[config.mk]
export PLATFORM = sky130hd
export DESIGN_NAME = tcw_sweep
export DESIGN_NICKNAME = d
export VERILOG_FILES = /design/src/rtl/core/tcw_pkg.sv /design/src/rtl/core/tcw_sweep.sv
export SDC_FILE = /design/constraint.sdc
export NUM_CORES = 1
export LEC_CHECK = 0
export BUFFER_PORTS_ARGS = -buffer_cell sky130_fd_sc_hd__buf_2
export CAP_MARGIN = 20
export CORE_AREA = 4 4 73 75
export DETAILED_ROUTE_END_ITERATION = 8
export DIE_AREA = 0 0 77 79
export GPL_ROUTABILITY_DRIVEN = 0
export GPL_TIMING_DRIVEN = 0
export HOLD_SLACK_MARGIN = 0.15
export MAX_ROUTING_LAYER = met4
export PLACE_DENSITY = 0.42
export SYNTH_ARGS = -nofsm -noshare
export SYNTH_HDL_FRONTEND = slang
export SYNTH_SLANG_ARGS = --single-unit
[constraint.sdc]
create_clock -name clk_i -period 1.9 [get_ports clk_i]
set_clock_uncertainty 0.1 [all_clocks]
set_input_delay 0.38 -clock clk_i [delete_from_list [all_inputs] [get_ports clk_i]]
set_output_delay 0.38 -clock clk_i [all_outputs]
set_load 0.02 [all_outputs]
[src/rtl/core/tcw_pkg.sv]
package tcw_pkg;

  // Field widths of the stream payloads and the configuration register.
  localparam int CMD_W      = 2;
  localparam int CHAR_W     = 8;
  localparam int NCOL_W     = 7;
  localparam int NROW_W     = 5;
  localparam int RIDX_W     = 11;
  localparam int OCOL_W     = 7;
  localparam int OROW_W     = 5;
  localparam int OIDX_W     = 11;
  localparam int CELL_W     = 16;
  localparam int ATTR_W     = 8;
  localparam int IN_DATA_W  = 32;
  localparam int OUT_DATA_W = 40;

  localparam logic [ATTR_W-1:0] ATTR_RESET = 8'h0F;
  localparam logic [CHAR_W-1:0] CH_NEWLINE = 8'h0A;
  localparam logic [CHAR_W-1:0] CH_TAB     = 8'h09;
  localparam logic [CHAR_W-1:0] CH_SPACE   = 8'h20;

  typedef enum logic [CMD_W-1:0] {
    CMD_PRINT = 2'd0,
    CMD_SET   = 2'd1,
    CMD_READ  = 2'd2,
    CMD_NOP   = 2'd3
  } cmd_e;

  // Status of the screen sweep unit for the current cycle.
  typedef struct packed {
    logic done;
    logic wr_en;
    logic rd_en;
    logic copy;
  } sweep_stat_t;

endpackage

[src/rtl/core/tcw_sweep.sv]
module tcw_sweep import tcw_pkg::*; #(
  parameter int unsigned COLS = 80,
  parameter int unsigned ROWS = 25
) (
  input  logic                          clk_i,
  input  logic                          rst_ni,
  input  logic                          start_i,
  output sweep_stat_t                   stat_o,
  output logic [$clog2(COLS*ROWS)-1:0]  waddr_o,
  output logic [$clog2(COLS*ROWS)-1:0]  raddr_o
);

  localparam int unsigned CELLS  = COLS * ROWS;
  localparam int unsigned ADDR_W = $clog2(CELLS);
  localparam int unsigned CNT_W  = $clog2(CELLS + 1);

  logic             busy_q;
  logic [CNT_W-1:0] cnt_q;

  // The counter walks 0..CELLS. At step n it reads cell n+COLS and writes
  // cell n-1, so every cell is written once, in the cycle after its source read.
  always_ff @(posedge clk_i or negedge rst_ni) begin
    if (!rst_ni) begin
      busy_q <= 1'b1;
      cnt_q  <= '0;
    end else if (start_i) begin
      busy_q <= 1'b1;
      cnt_q  <= '0;
    end else if (busy_q) begin
      if (cnt_q == CNT_W'(CELLS)) begin
        busy_q <= 1'b0;
      end else begin
        cnt_q <= cnt_q + CNT_W'(1);
      end
    end
  end

  assign stat_o.done  = busy_q && (cnt_q == CNT_W'(CELLS));
  assign stat_o.wr_en = busy_q && (cnt_q != '0);
  assign stat_o.rd_en = busy_q && (cnt_q < CNT_W'(CELLS - COLS));
  assign stat_o.copy  = cnt_q < CNT_W'(CELLS - COLS + 1);
  assign waddr_o      = ADDR_W'(cnt_q - CNT_W'(1));
  assign raddr_o      = ADDR_W'(cnt_q + CNT_W'(COLS));

endmodule

=== After elaboration in Yosys (flattened, before gate mapping) ===
Cells that the tools add are included.

* Memories: 0
* Word-level logic and storage cells: 21
* Memory bits (read-only): 0
* Bits in latches: 0
* Bits in registers: 12
* Bits in writable memories: 0

* Shift operators: 0
* Bitwise logic cells: 0
* $lt $le $gt $ge: 2
* Divide/modulo/power cells: 0
* Add/sub/neg operators: 3
* Equality and inequality tests: 2
* Multiplexer cells: 6
* Reductions and logical operators: 6
* $mul: 0

{| class="wikitable"
|+ Operators by type and width
! cell !! number
|-
| $mux 11 || 3
|-
| $lt 11x11->1 const B || 2
|-
| $add 11x1->11 const B || 1
|-
| $add 11x7->11 const B || 1
|-
| $eq 11x11->1 const B || 1
|-
| $reduce_bool 11->1 || 1
|-
| $sub 11x1->11 const B || 1
|-
| $logic_and 1x1->1 || 3
|-
| $mux 1 || 3
|-
| $ne 2x2->1 const B || 1
|-
| $reduce_and 2->1 || 1
|-
| $reduce_bool 2->1 || 1
|}

=== Depth between registers and ports, before layout ===
Gate-level depths: netlist of the first run.

* Depth after elaboration: 4
* Mapped depth: 6
* Depth with buffers taken out: 5

=== Worst setup path before layout of the first run ===
Ideal clock, no wire load.

* Path kind: register -> output
* From: reg cnt_q[0]
* To: out stat_o[3] (netlist name)
* Arrival time: 2.028 ns
* Setup slack: -0.608 ns
* Required time: 1.420 ns
* Stages on the path, launching flop included: 6
* Path through: dfrtp_1 > inv_1 > ha_1 > or3b_1 > buf_2 > nor4_1

{| class="wikitable"
|+ RTL lines
! item !! line !! text
|-
| from (decl) || tcw_sweep.sv:18 || <nowiki>logic [CNT_W-1:0] cnt_q;</nowiki>
|-
| from (signal assigned) || tcw_sweep.sv:33 || <nowiki>cnt_q <= cnt_q + CNT_W'(1);</nowiki>
|-
| to (decl) || tcw_sweep.sv:8 || <nowiki>output sweep_stat_t stat_o,</nowiki>
|}

==> flow_metrics.py, run 1 <==
metrics = {
    "worst_setup_path": {
        "crit_fanout": 4,
        "critical_path_required_ns": 1.42,
        "path_buf_inv": 3,
        "r2r_setup_slack_ns": -0.03,
        "arrival_ns": 1.66,
        "cpLargestDelayFamily": "flip-flops",
        "cp-end-kind": "output port",
        "cpPeakStageDelay_ns": 0.40,
        "path_cells": "buf_8 -> inv_6 -> ha_4 -> and4bb_4 -> nand3_4 -> o21a_1 -> buf_6",
        "worst-setup-path-type": "flip-flop to output port",
        "cpMaxStageDelayCell": "dfrtp_1",
        "cp-start-kind": "flip-flop",
    },
    "global_routing": {
        "grt_pass1_wl_um": 5520,
        "antenna_found_initial": 0,
        "grt_usage_pct": 11.6,
        "grt_pass1_vias": 1127,
        "grt_start_max_net_pins": 13,
        "gr-total-overflow": 0,
    },
    "power": {
        "p_total_w": 0.00172,
        "p_sw_w": 0.000717,
        "switching_share_pct": 41.6,
        "leakagePower_nw": 0.761,
        "sequentialPowerShare_pct": 18.0,
        "powerDensity_mw_per_mm2": 984,
        "combinationalPowerShare_pct": 67.5,
        "pwr-share-clk_pct": 14.5,
        "ir_worst_vdd_uv": 373,
        "internal_power_w": 0.00101,
    },
    "route": {
        "firstDrtPassIters": 4,
        "wl_um": 3260,
        "dr_total_vias": 1104,
        "drt.antenna.violating_nets": 0,
        "drt_iter0_markers": 22,
        "vias_per_cell": 4.72,
        "drc": 0,
        "wl_per_cell_um": 13.9,
    },
    "sta": {
        "finalCritPeriodShare_pct": 113,
        "fin_crit_ns": 2.14,
        "setup_violations": 14,
        "max_freq_ghz": 0.467,
        "finalMaxSlewViolations": 0,
        "timing.setup.tns_ns": -1.77,
        "worst_pin_slew_ns": 0.480,
        "relSlewSlack_pct": 68.0,
        "rsz0062_at_grt": "true",
        "setup_ws_ns": -0.242,
        "finalHoldViolCount": 0,
    },
    "cells_and_area": {
        "antenna_cells": 0,
        "layout_common_cells": "buf_4, buf_2, buf_6",
        "final_net_count": 189,
        "multi_input_area_um2": 818,
        "area_growth_pct": 65.4,
        "nFillCells": 480,
        "regArea_um2": 307,
        "layout_commonest_cell": "buf_4",
        "drive_gt1_share_pct": 54.4,
    },
    "clock_network": {
        "root_buffer": "clkbuf_8",
        "clkTransAtPathRegs_ns": 0.06,
        "cts_max_path_buffers": 2,
        "cts_sinks": 12,
        "cts_buffers": 3,
        "cts_tree": "built",
        "clk_latency_ns": 0.24,
        "h-tree-depth": 1,
    },
    "floorplan": {
        "pin_count": 29,
        "die_x_um": 77,
        "die_h_um": 79,
        "dieArea_mm2": 0.00608,
        "core_mm2": 0.00466,
        "rows": 25,
        "initial_utilization_pct": 22.7,
    },
    "logic_synthesis": {
        "synthDistinctLibCells": 39,
        "synth_fa_ha_area_share_pct": 5.91,
        "synth-compound-area-share_pct": 13.0,
        "syn_nets": 139,
        "yosys.area_share.simple_pct": 27.4,
        "netlist_area_mm2": 0.00106,
        "synth.yosys.seq_area_share_pct": 28.5,
        "synth_top_family_by_area": "simple AND/OR/NAND/NOR gates",
        "muxShareOfSynthArea_pct": 1.06,
        "avgSynthCellArea_um2": 8.08,
        "synth_seq_cells": 12,
        "synth-xor-area-share_pct": 12.4,
        "yosysWarnings": 0,
        "netlist_instances": 131,
    },
    "status": {
        "violations": "setup timing",
        "status": "complete, but fails checks",
    },
    "placed_design": {
        "dp_hpwl_um": 2270,
        "port_buffers": 28,
        "dp_slack_ns": -0.273,
    },
    "flow_run": {
        "drv_cap": 0,
    },
    "min_path": {
        "min_path_type": "input pin to flip-flop",
    },
}
==> metrics by stage <==
step           cell area [um2]  hold slack [ns]  util [%]  cells
4_1_cts                   1680            0.446      35.9    233
6_report                  1750            0.444      37.6    234
3_3_place_gp              1350            0.196      28.9    213
2_1_floorplan             1140          -0.0156         -    131
5_1_grt                   1750            0.460      37.6    234
3_5_place_dp              1350            0.190      28.9    213
==> state kept, by name (all words and copies together), names as in the netlist <==
register and flops:
busy_q 1, cnt_q 11
==> cell usage after synthesis <==
| library cell | n | area share (%) |
|---|---|---|
| buf_4 | 6 | 4.3 |
| dfstp_2 | 1 | 2.5 |
| a21oi_1 | 6 | 2.8 |
| buf_1 | 1 | 0.35 |
| and4bb_2 | 1 | 1.2 |
| or3b_1 | 1 | 0.83 |
| nand2b_1 | 2 | 1.2 |
| nor3b_1 | 1 | 0.71 |
| dfrtp_1 | 11 | 26 |
| nor2_1 | 9 | 3.2 |
| o31ai_1 | 1 | 0.71 |
| nand2_1 | 11 | 3.9 |
| ha_1 | 5 | 5.9 |
| inv_1 | 8 | 2.8 |
| nand3_1 | 5 | 2.4 |
| o21bai_1 | 1 | 0.71 |
| nor2b_1 | 1 | 0.59 |
| o21a_1 | 1 | 0.71 |
| buf_6 | 1 | 1.1 |
| and4_2 | 1 | 0.95 |
| or4_1 | 3 | 2.1 |
| mux2_2 | 1 | 1.1 |
| clkbuf_1 | 5 | 1.8 |
| and4_1 | 1 | 0.83 |
| o2111ai_1 | 2 | 1.7 |
| buf_2 | 3 | 1.4 |
| o211ai_1 | 1 | 0.71 |
| a211o_1 | 1 | 0.83 |
| or3_1 | 3 | 1.8 |
| o21ai_0 | 6 | 2.8 |
| a31oi_1 | 2 | 1.2 |
| nor4_1 | 3 | 1.8 |
| o22a_1 | 1 | 0.83 |
| nand3b_1 | 1 | 0.71 |
| nor4bb_1 | 1 | 0.95 |
| xnor2_1 | 10 | 8.3 |
| xor2_1 | 5 | 4.1 |
| nand4_1 | 5 | 3.0 |
| nor3_1 | 3 | 1.4 |
==> area by class of cell <==
type                            instances  area share [%]
Tap cell                               54            3.86
Buffer                                 14            6.58
Clock buffer                            4            2.57
Sequential cell                        12            17.5
Timing Repair Buffer                   47            20.6
Inverter                                8            2.14
Multi-Input combinational cell         95            46.7
==> worst paths after layout <==
check                           startpoint   endpoint  cells after the start
worst min-delay path               start_i   cnt_q[2]                      4
min in group asynchronous           rst_ni   cnt_q[3]                      2
worst max-delay path              cnt_q[4]  stat_o[2]                      7
worst max register to register    cnt_q[0]   cnt_q[0]                      7
max in group asynchronous           rst_ni     busy_q                      2
worst min register to register    cnt_q[6]   cnt_q[6]                      2
==> routing by layer <==
layer,vias up,track usage (%),routed length (um)
li1,551,-,-
met1,524,14.2,1470
met2,22,18.8,1580
met3,7,2.27,129
met4,0,4.45,71
met5,-,-,0
==> power groups by stage <==
| stage | clock network [W] | registers, W | logic (W) |
|---|---|---|---|
| 6_report | 0.000249 | 0.000310 | 0.00116 |
| 5_1_grt | 0.000273 | 0.000314 | 0.00125 |
| 4_1_cts | 0.000251 | 0.000312 | 0.00114 |
| 3_5_place_dp | 0 | 0.000327 | 0.000863 |
| 3_3_place_gp | 0 | 0.000325 | 0.000856 |
| 2_1_floorplan | 0 | 0.000317 | 0.000637 |
==> worst register-to-register path, stage by stage (launching register included) <==
cell	delay, ns
dfrtp_2	0.43
inv_4	0.07
ha_4	0.13
or3b_1	0.36
buf_6	0.15
buf_6	0.12
or4_4	0.41
o2111ai_2	0.09
==> repair_timing <==
item                                    4_1_cts  5_1_grt
resized for setup                            45       22
pin swaps                                    10        5
hold endpoints to repair                     11        0
hold buffers                                  1        0
endpoints found under the setup margin       18       20
setup buffers                                17        3
==> cells by family (layout without fill, tap and decap cells) <==
| family | after synthesis | in the layout |
|---|---|---|
| compound gates | 22 | 22 |
| simple gates | 52 | 52 |
| flops | 12 | 12 |
| fa+ha+maj | 5 | 5 |
| buf+inv | 24 | 73 |
| xor+xnor | 15 | 15 |
| mux | 1 | 1 |
Power figures use the tool's default switching activity.
==> run 2, diff against run 1 <==
--- a/config.mk
+++ b/config.mk
@@ -7,14 +7,15 @@
 export LEC_CHECK = 0
 export BUFFER_PORTS_ARGS = -buffer_cell sky130_fd_sc_hd__buf_2
 export CAP_MARGIN = 20
-export CORE_AREA = 4 4 73 75
+export CORE_AREA = 2 2 71 73
 export DETAILED_ROUTE_END_ITERATION = 8
-export DIE_AREA = 0 0 77 79
+export DIE_AREA = 0 0 73 75
 export GPL_ROUTABILITY_DRIVEN = 0
 export GPL_TIMING_DRIVEN = 0
 export HOLD_SLACK_MARGIN = 0.15
 export MAX_ROUTING_LAYER = met4
 export PLACE_DENSITY = 0.42
+export SKIP_LAST_GASP = 1
 export SYNTH_ARGS = -nofsm -noshare
 export SYNTH_HDL_FRONTEND = slang
 export SYNTH_SLANG_ARGS = --single-unit
==> run 2 against run 1 <==
  * The flow still finishes with violations (setup timing)
  * Total power up 0.25%
  * Via count up 3.9%
  * Maximum frequency down 0.70%
  * Setup slack worse by 0.015 ns
  * Register-to-register slack worse by 0.02 ns
  * Final cell count up 1.7%
  * Core utilization down 1.2 points
  * Combinational power about the same
  * Wire length up 3.1%
  * Global-route usage up 2.1 points
  * Clock power about the same
  * Sequential power up 5%
  * Critical endpoint is now stat_o[3]
==> flow_metrics.py, run 2 (synthesis gave the netlist of run 1 again) <==
metrics = {
    "status": {
        "status": "complete, but fails checks",
        "violations": "setup timing",
    },
    "clock_network": {
        "h-tree-depth": 1,
        "root_buffer": "clkbuf_8",
        "clk_latency_ns": 0.24,
        "cts_sinks": 12,
        "cts_max_path_buffers": 2,
        "cts_buffers": 3,
        "clkTransAtPathRegs_ns": 0.06,
        "cts_tree": "built",
    },
    "cells_and_area": {
        "largestRegisters": "cnt_q (11), busy_q (1)",
        "largest_reg_flops": 11,
        "regMostFlops": "cnt_q",
        "layout_common_cells": "buf_4, buf_2, nand2_1, nor2_1, dfrtp_1",
        "area_growth_pct": 60.2,
        "nFillCells": 501,
        "layout_commonest_cell": "buf_4",
        "drive_gt1_share_pct": 52.2,
        "final_cells": 238,
        "antenna_cells": 0,
        "final_net_count": 193,
    },
    "worst_setup_path": {
        "crit_fanout": 3,
        "worstReg2RegEnd": "cnt_q[1]",
        "arrival_ns": 1.68,
        "cp-end-kind": "output port",
        "worst-setup-path-type": "flip-flop to output port",
        "critical_path_required_ns": 1.42,
        "cp-start-kind": "flip-flop",
        "r2r_setup_slack_ns": -0.05,
        "r2r_start": "cnt_q[0]",
        "reg2reg_depth": 7,
    },
    "route": {
        "dr_total_vias": 1147,
        "wl_met1_um": 1470,
        "firstDrtPassIters": 4,
        "wl_um": 3360,
        "wl_per_cell_um": 14.1,
        "route.met2.wl_um": 1740,
        "met3_length_um": 79,
        "drt.antenna.violating_nets": 0,
        "drt_iter0_markers": 26,
        "vias_per_cell": 4.82,
        "top_layer": "met4",
        "drc": 0,
    },
    "sta": {
        "holdWs_ns": 0.452,
        "fin_crit_ns": 2.16,
        "timing.setup.tns_ns": -2.30,
        "relSlewSlack_pct": 68.0,
        "worst_pin_slew_ns": 0.480,
        "finalHoldViolCount": 0,
        "setup_ws_ns": -0.257,
        "finalCritPeriodShare_pct": 114,
        "max_freq_ghz": 0.464,
        "finalMaxSlewViolations": 0,
        "rsz0062_at_grt": "true",
        "setup_violations": 16,
    },
    "floorplan": {
        "rows": 25,
        "core_mm2": 0.00466,
        "die_x_um": 73,
        "pin_count": 29,
        "dieArea_mm2": 0.00548,
        "die_h_um": 75,
        "initial_utilization_pct": 22.7,
    },
    "power": {
        "switching_share_pct": 41.4,
        "leakagePower_nw": 0.756,
        "sequentialPowerShare_pct": 18.7,
        "ir_worst_vdd_uv": 244,
        "p_total_w": 0.00173,
        "powerDensity_mw_per_mm2": 1020,
        "pwr-share-clk_pct": 14.6,
        "combinationalPowerShare_pct": 66.7,
        "p_sw_w": 0.000715,
        "internal_power_w": 0.00101,
    },
    "global_routing": {
        "grt_start_max_net_pins": 13,
        "gr-total-overflow": 0,
        "grt_pass1_vias": 1116,
        "grt_pass1_wl_um": 5460,
        "antenna_found_initial": 0,
        "grt_usage_pct": 13.7,
    },
    "flow_run": {
        "drv_cap": 0,
    },
    "min_path": {
        "min_path_type": "input pin to async pin",
    },
    "placed_design": {
        "port_buffers": 28,
        "dp_hpwl_um": 2300,
        "dp_cells": 213,
    },
}
==> run 2: critical path, stage by stage (launching register included) <==
cell and delay [ns]:
dfrtp_2 0.43, inv_4 0.07, ha_4 0.13, or3b_1 0.35, buf_6 0.15, nor4_4 0.12
buf_4 0.18
==> run 2: what timing repair did <==
item                       4_1_cts  5_1_grt
setup endpoints to repair       19       18
resized for setup               36       11
hold buffers                     1        0
setup buffers                   20        6
pin swaps                        8        5
hold endpoints to repair        11        0
==> run 2: cell type report <==
class | count | area [um2] | area share (%)
repair buffers | 52 | 368 | 21.7
inverters | 8 | 37.5 | 2.21
plain buffers | 13 | 101 | 5.98
clock buffers | 4 | 45.0 | 2.66
multi-input cells | 95 | 771 | 45.5
flip-flops and latches | 12 | 305 | 18.0
well taps | 54 | 67.6 | 3.99
==> run 2: metrics by stage <==
stage	util, %	setup WS (ns)	cell area (um2)
6_report	36.4	-0.257	1700
5_1_grt	36.4	-0.350	1700
4_1_cts	35.4	-0.300	1650
3_5_place_dp	28.9	-0.309	1350
3_3_place_gp	28.9	-0.198	1350
2_1_floorplan	-	-0.0247	1140
==> run 2: worst max-delay path by stage <==
stage,start,slack (ns),endpoint,cells past startpoint
2_1_floorplan,cnt_q[4],-0.02,waddr_o[10],6
3_3_place_gp,cnt_q[2],-0.20,waddr_o[9],5
3_5_place_dp,cnt_q[2],-0.31,waddr_o[9],5
4_1_cts,cnt_q[4],-0.30,stat_o[2],7
5_1_grt,cnt_q[4],-0.35,waddr_o[10],7
6_report,cnt_q[0],-0.26,stat_o[3],6
==> run 2: power by group through the flow <==
| stage | Combinational [W] | Clock, W | Sequential (W) |
|---|---|---|---|
| after floorplan | 0.000637 | 0 | 0.000317 |
| after global placement | 0.000853 | 0 | 0.000325 |
| after detailed placement | 0.000866 | 0 | 0.000326 |
| after CTS | 0.00114 | 0.000262 | 0.000310 |
| after global routing | 0.00124 | 0.000269 | 0.000328 |
| final | 0.00115 | 0.000252 | 0.000324 |
==> run 2: metal layers <==
layer,up-vias,GRT usage (%)
li1,558,-
met2,24,23.5
met3,5,1.61
met5,-,-
met4,0,5.56
met1,560,16.2
==> run 3, diff against run 2 <==
--- a/config.mk
+++ b/config.mk
@@ -7,15 +7,15 @@
 export LEC_CHECK = 0
 export BUFFER_PORTS_ARGS = -buffer_cell sky130_fd_sc_hd__buf_2
 export CAP_MARGIN = 20
-export CORE_AREA = 2 2 71 73
+export CORE_AREA = 8 8 77 79
+export CTS_BUF_LIST = sky130_fd_sc_hd__clkbuf_4 sky130_fd_sc_hd__clkbuf_8 sky130_fd_sc_hd__clkbuf_16
 export DETAILED_ROUTE_END_ITERATION = 8
-export DIE_AREA = 0 0 73 75
+export DIE_AREA = 0 0 85 87
 export GPL_ROUTABILITY_DRIVEN = 0
 export GPL_TIMING_DRIVEN = 0
 export HOLD_SLACK_MARGIN = 0.15
 export MAX_ROUTING_LAYER = met4
 export PLACE_DENSITY = 0.42
-export SKIP_LAST_GASP = 1
 export SYNTH_ARGS = -nofsm -noshare
 export SYNTH_HDL_FRONTEND = slang
 export SYNTH_SLANG_ARGS = --single-unit
==> run 3 against run 2 <==
  * The run still ends with setup timing left
  * Sequential share of layout area fell by 1.3 points
  * Combinational power rose by 8%
  * Non-clock buffer count rose by 1
  * First-iteration DRC count rose by 100%
  * Design area rose by 8.2%
  * Global-route usage fell by 3.6 points
  * Critical endpoint is now waddr_o[10]
  * Largest power group unchanged
==> flow_metrics.py, run 3 (synthesis gave the netlist of run 1 again) <==
metrics = {
    "status": {
        "status": "complete, but fails checks",
        "violations": "setup timing",
    },
    "clock_network": {
        "h-tree-depth": 1,
        "cts_tree": "built",
        "root_buffer": "clkbuf_8",
        "cts_sinks": 12,
        "clk_latency_ns": 0.24,
        "clkTransAtPathRegs_ns": 0.06,
        "cts_buffers": 3,
        "cts_max_path_buffers": 2,
    },
    "sta": {
        "worst_pin_slew_ns": 0.521,
        "relSlewSlack_pct": 65.3,
        "max_freq_ghz": 0.461,
        "setup_ws_ns": -0.268,
        "rsz0062_at_grt": "true",
        "finalHoldViolCount": 0,
        "finalMaxSlewViolations": 0,
        "fin_crit_ns": 2.17,
        "finalCritPeriodShare_pct": 114,
        "holdWs_ns": 0.440,
        "setup_violations": 15,
    },
    "worst_setup_path": {
        "worst-setup-path-type": "flip-flop to output port",
        "cp-start-kind": "flip-flop",
        "cpPeakStageDelay_ns": 0.41,
        "cpMaxStageDelayCell": "dfrtp_1",
        "path_cells": "buf_8 -> clkinv_4 -> ha_4 -> and4bb_4 -> nand3_4 -> xnor2_2 -> buf_4",
        "cpLargestDelayFamily": "flip-flops",
        "crit_fanout": 4,
        "cp-end-kind": "output port",
        "path_buf_inv": 3,
        "arrival_ns": 1.69,
        "critical_path_required_ns": 1.42,
    },
    "cells_and_area": {
        "nFillCells": 498,
        "area_growth_pct": 73.3,
        "layout_common_cells": "buf_4, buf_2, buf_6",
        "layout_commonest_cell": "buf_4",
        "regMostFlops": "cnt_q",
        "final_area_mm2": 0.00183,
        "drive_gt1_share_pct": 58.4,
        "final_net_count": 194,
        "final_util_pct": 37.8,
        "largest_reg_flops": 11,
        "antenna_cells": 0,
        "largestRegisters": "cnt_q (11), busy_q (1)",
    },
    "global_routing": {
        "grt_usage_pct": 10.1,
        "grt_pass1_wl_um": 5690,
        "grt_start_max_net_pins": 13,
        "gr-total-overflow": 0,
        "antenna_found_initial": 0,
        "grt_pass1_vias": 1129,
    },
    "route": {
        "drt.antenna.violating_nets": 0,
        "wl_um": 3600,
        "drc": 0,
        "dr_total_vias": 1126,
        "drt_iter0_markers": 52,
        "wl_per_cell_um": 15.0,
        "vias_per_cell": 4.67,
        "firstDrtPassIters": 4,
    },
    "floorplan": {
        "dieArea_mm2": 0.00740,
        "rows": 26,
        "core_mm2": 0.00485,
        "initial_utilization_pct": 21.8,
        "die_x_um": 85,
        "die_h_um": 87,
        "pin_count": 29,
    },
    "placed_design": {
        "dpl_cell_area_mm2": 0.00135,
        "dp_slack_ns": -0.305,
        "dp_hpwl_um": 2390,
        "port_buffers": 28,
    },
    "power": {
        "ir_worst_vdd_uv": 362,
        "powerDensity_mw_per_mm2": 987,
        "leakagePower_nw": 0.802,
    },
    "flow_run": {
        "drv_cap": 0,
    },
    "min_path": {
        "min_path_type": "input pin to flip-flop",
    },
}
[run 3: worst paths after layout]
| path | start | slack, ns | end | cells past startpoint |
|---|---|---|---|---|
| max | cnt_q[4] | -0.27 | waddr_o[10] | 7 |
| min | start_i | 0.44 | cnt_q[2] | 4 |
| max reg2reg | cnt_q[0] | -0.14 | cnt_q[0] | 7 |
| min reg2reg | cnt_q[6] | 0.60 | cnt_q[6] | 2 |
| max in group asynchronous | rst_ni | 0.94 | busy_q | 2 |
| min in group asynchronous | rst_ni | 0.47 | cnt_q[8] | 2 |
[run 3: area by class of cell]
cell class	count	area (um2)	share of cell area, %
multi-input combinational	95	858	46.8
timing repair buffer	52	395	21.6
sequential	12	307	16.7
buffer	14	118	6.41
tap	56	70.1	3.82
clock buffer	4	48.8	2.66
inverter	8	37.5	2.05
[run 3: what timing repair did]
action,CTS,global route
pin swaps,6,16
endpoints found under the setup margin,19,20
hold buffers,1,0
resized for setup,42,37
hold endpoints to repair,11,0
buffers inserted,20,8
[run 3: through the flow]
| stage | cells | power, W | TNS (ns) |
|---|---|---|---|
| finish | 241 | 0.00181 | -2.45 |
| floorplan | 131 | 0.000953 | -0.0407 |
| CTS | 238 | 0.00180 | -2.64 |
| detailed placement | 215 | 0.00120 | -1.89 |
| global placement | 215 | 0.00119 | -1.39 |
| global route | 241 | 0.00193 | -3.56 |
[run 3: layer usage]
layer	track usage (%)	vias up	part of all wire [%]
li1	-	564	-
met1	10.5	547	45
met2	18.3	13	52
met5	-	-	0
met4	4.69	0	1.1
met3	1.42	2	2.3
[run 3: tightest hold or removal path: cells and delay by family]
family / cells / cell delay (ns)
buffers and inverters: 1 / 0.15
AND/OR/NAND/NOR: 3 / 0.21
[run 3: report_power, final]
group          internal (W)  switching, W
Sequential         0.000287     0.0000224
Combinational      0.000616      0.000620
Clock              0.000162      0.000103
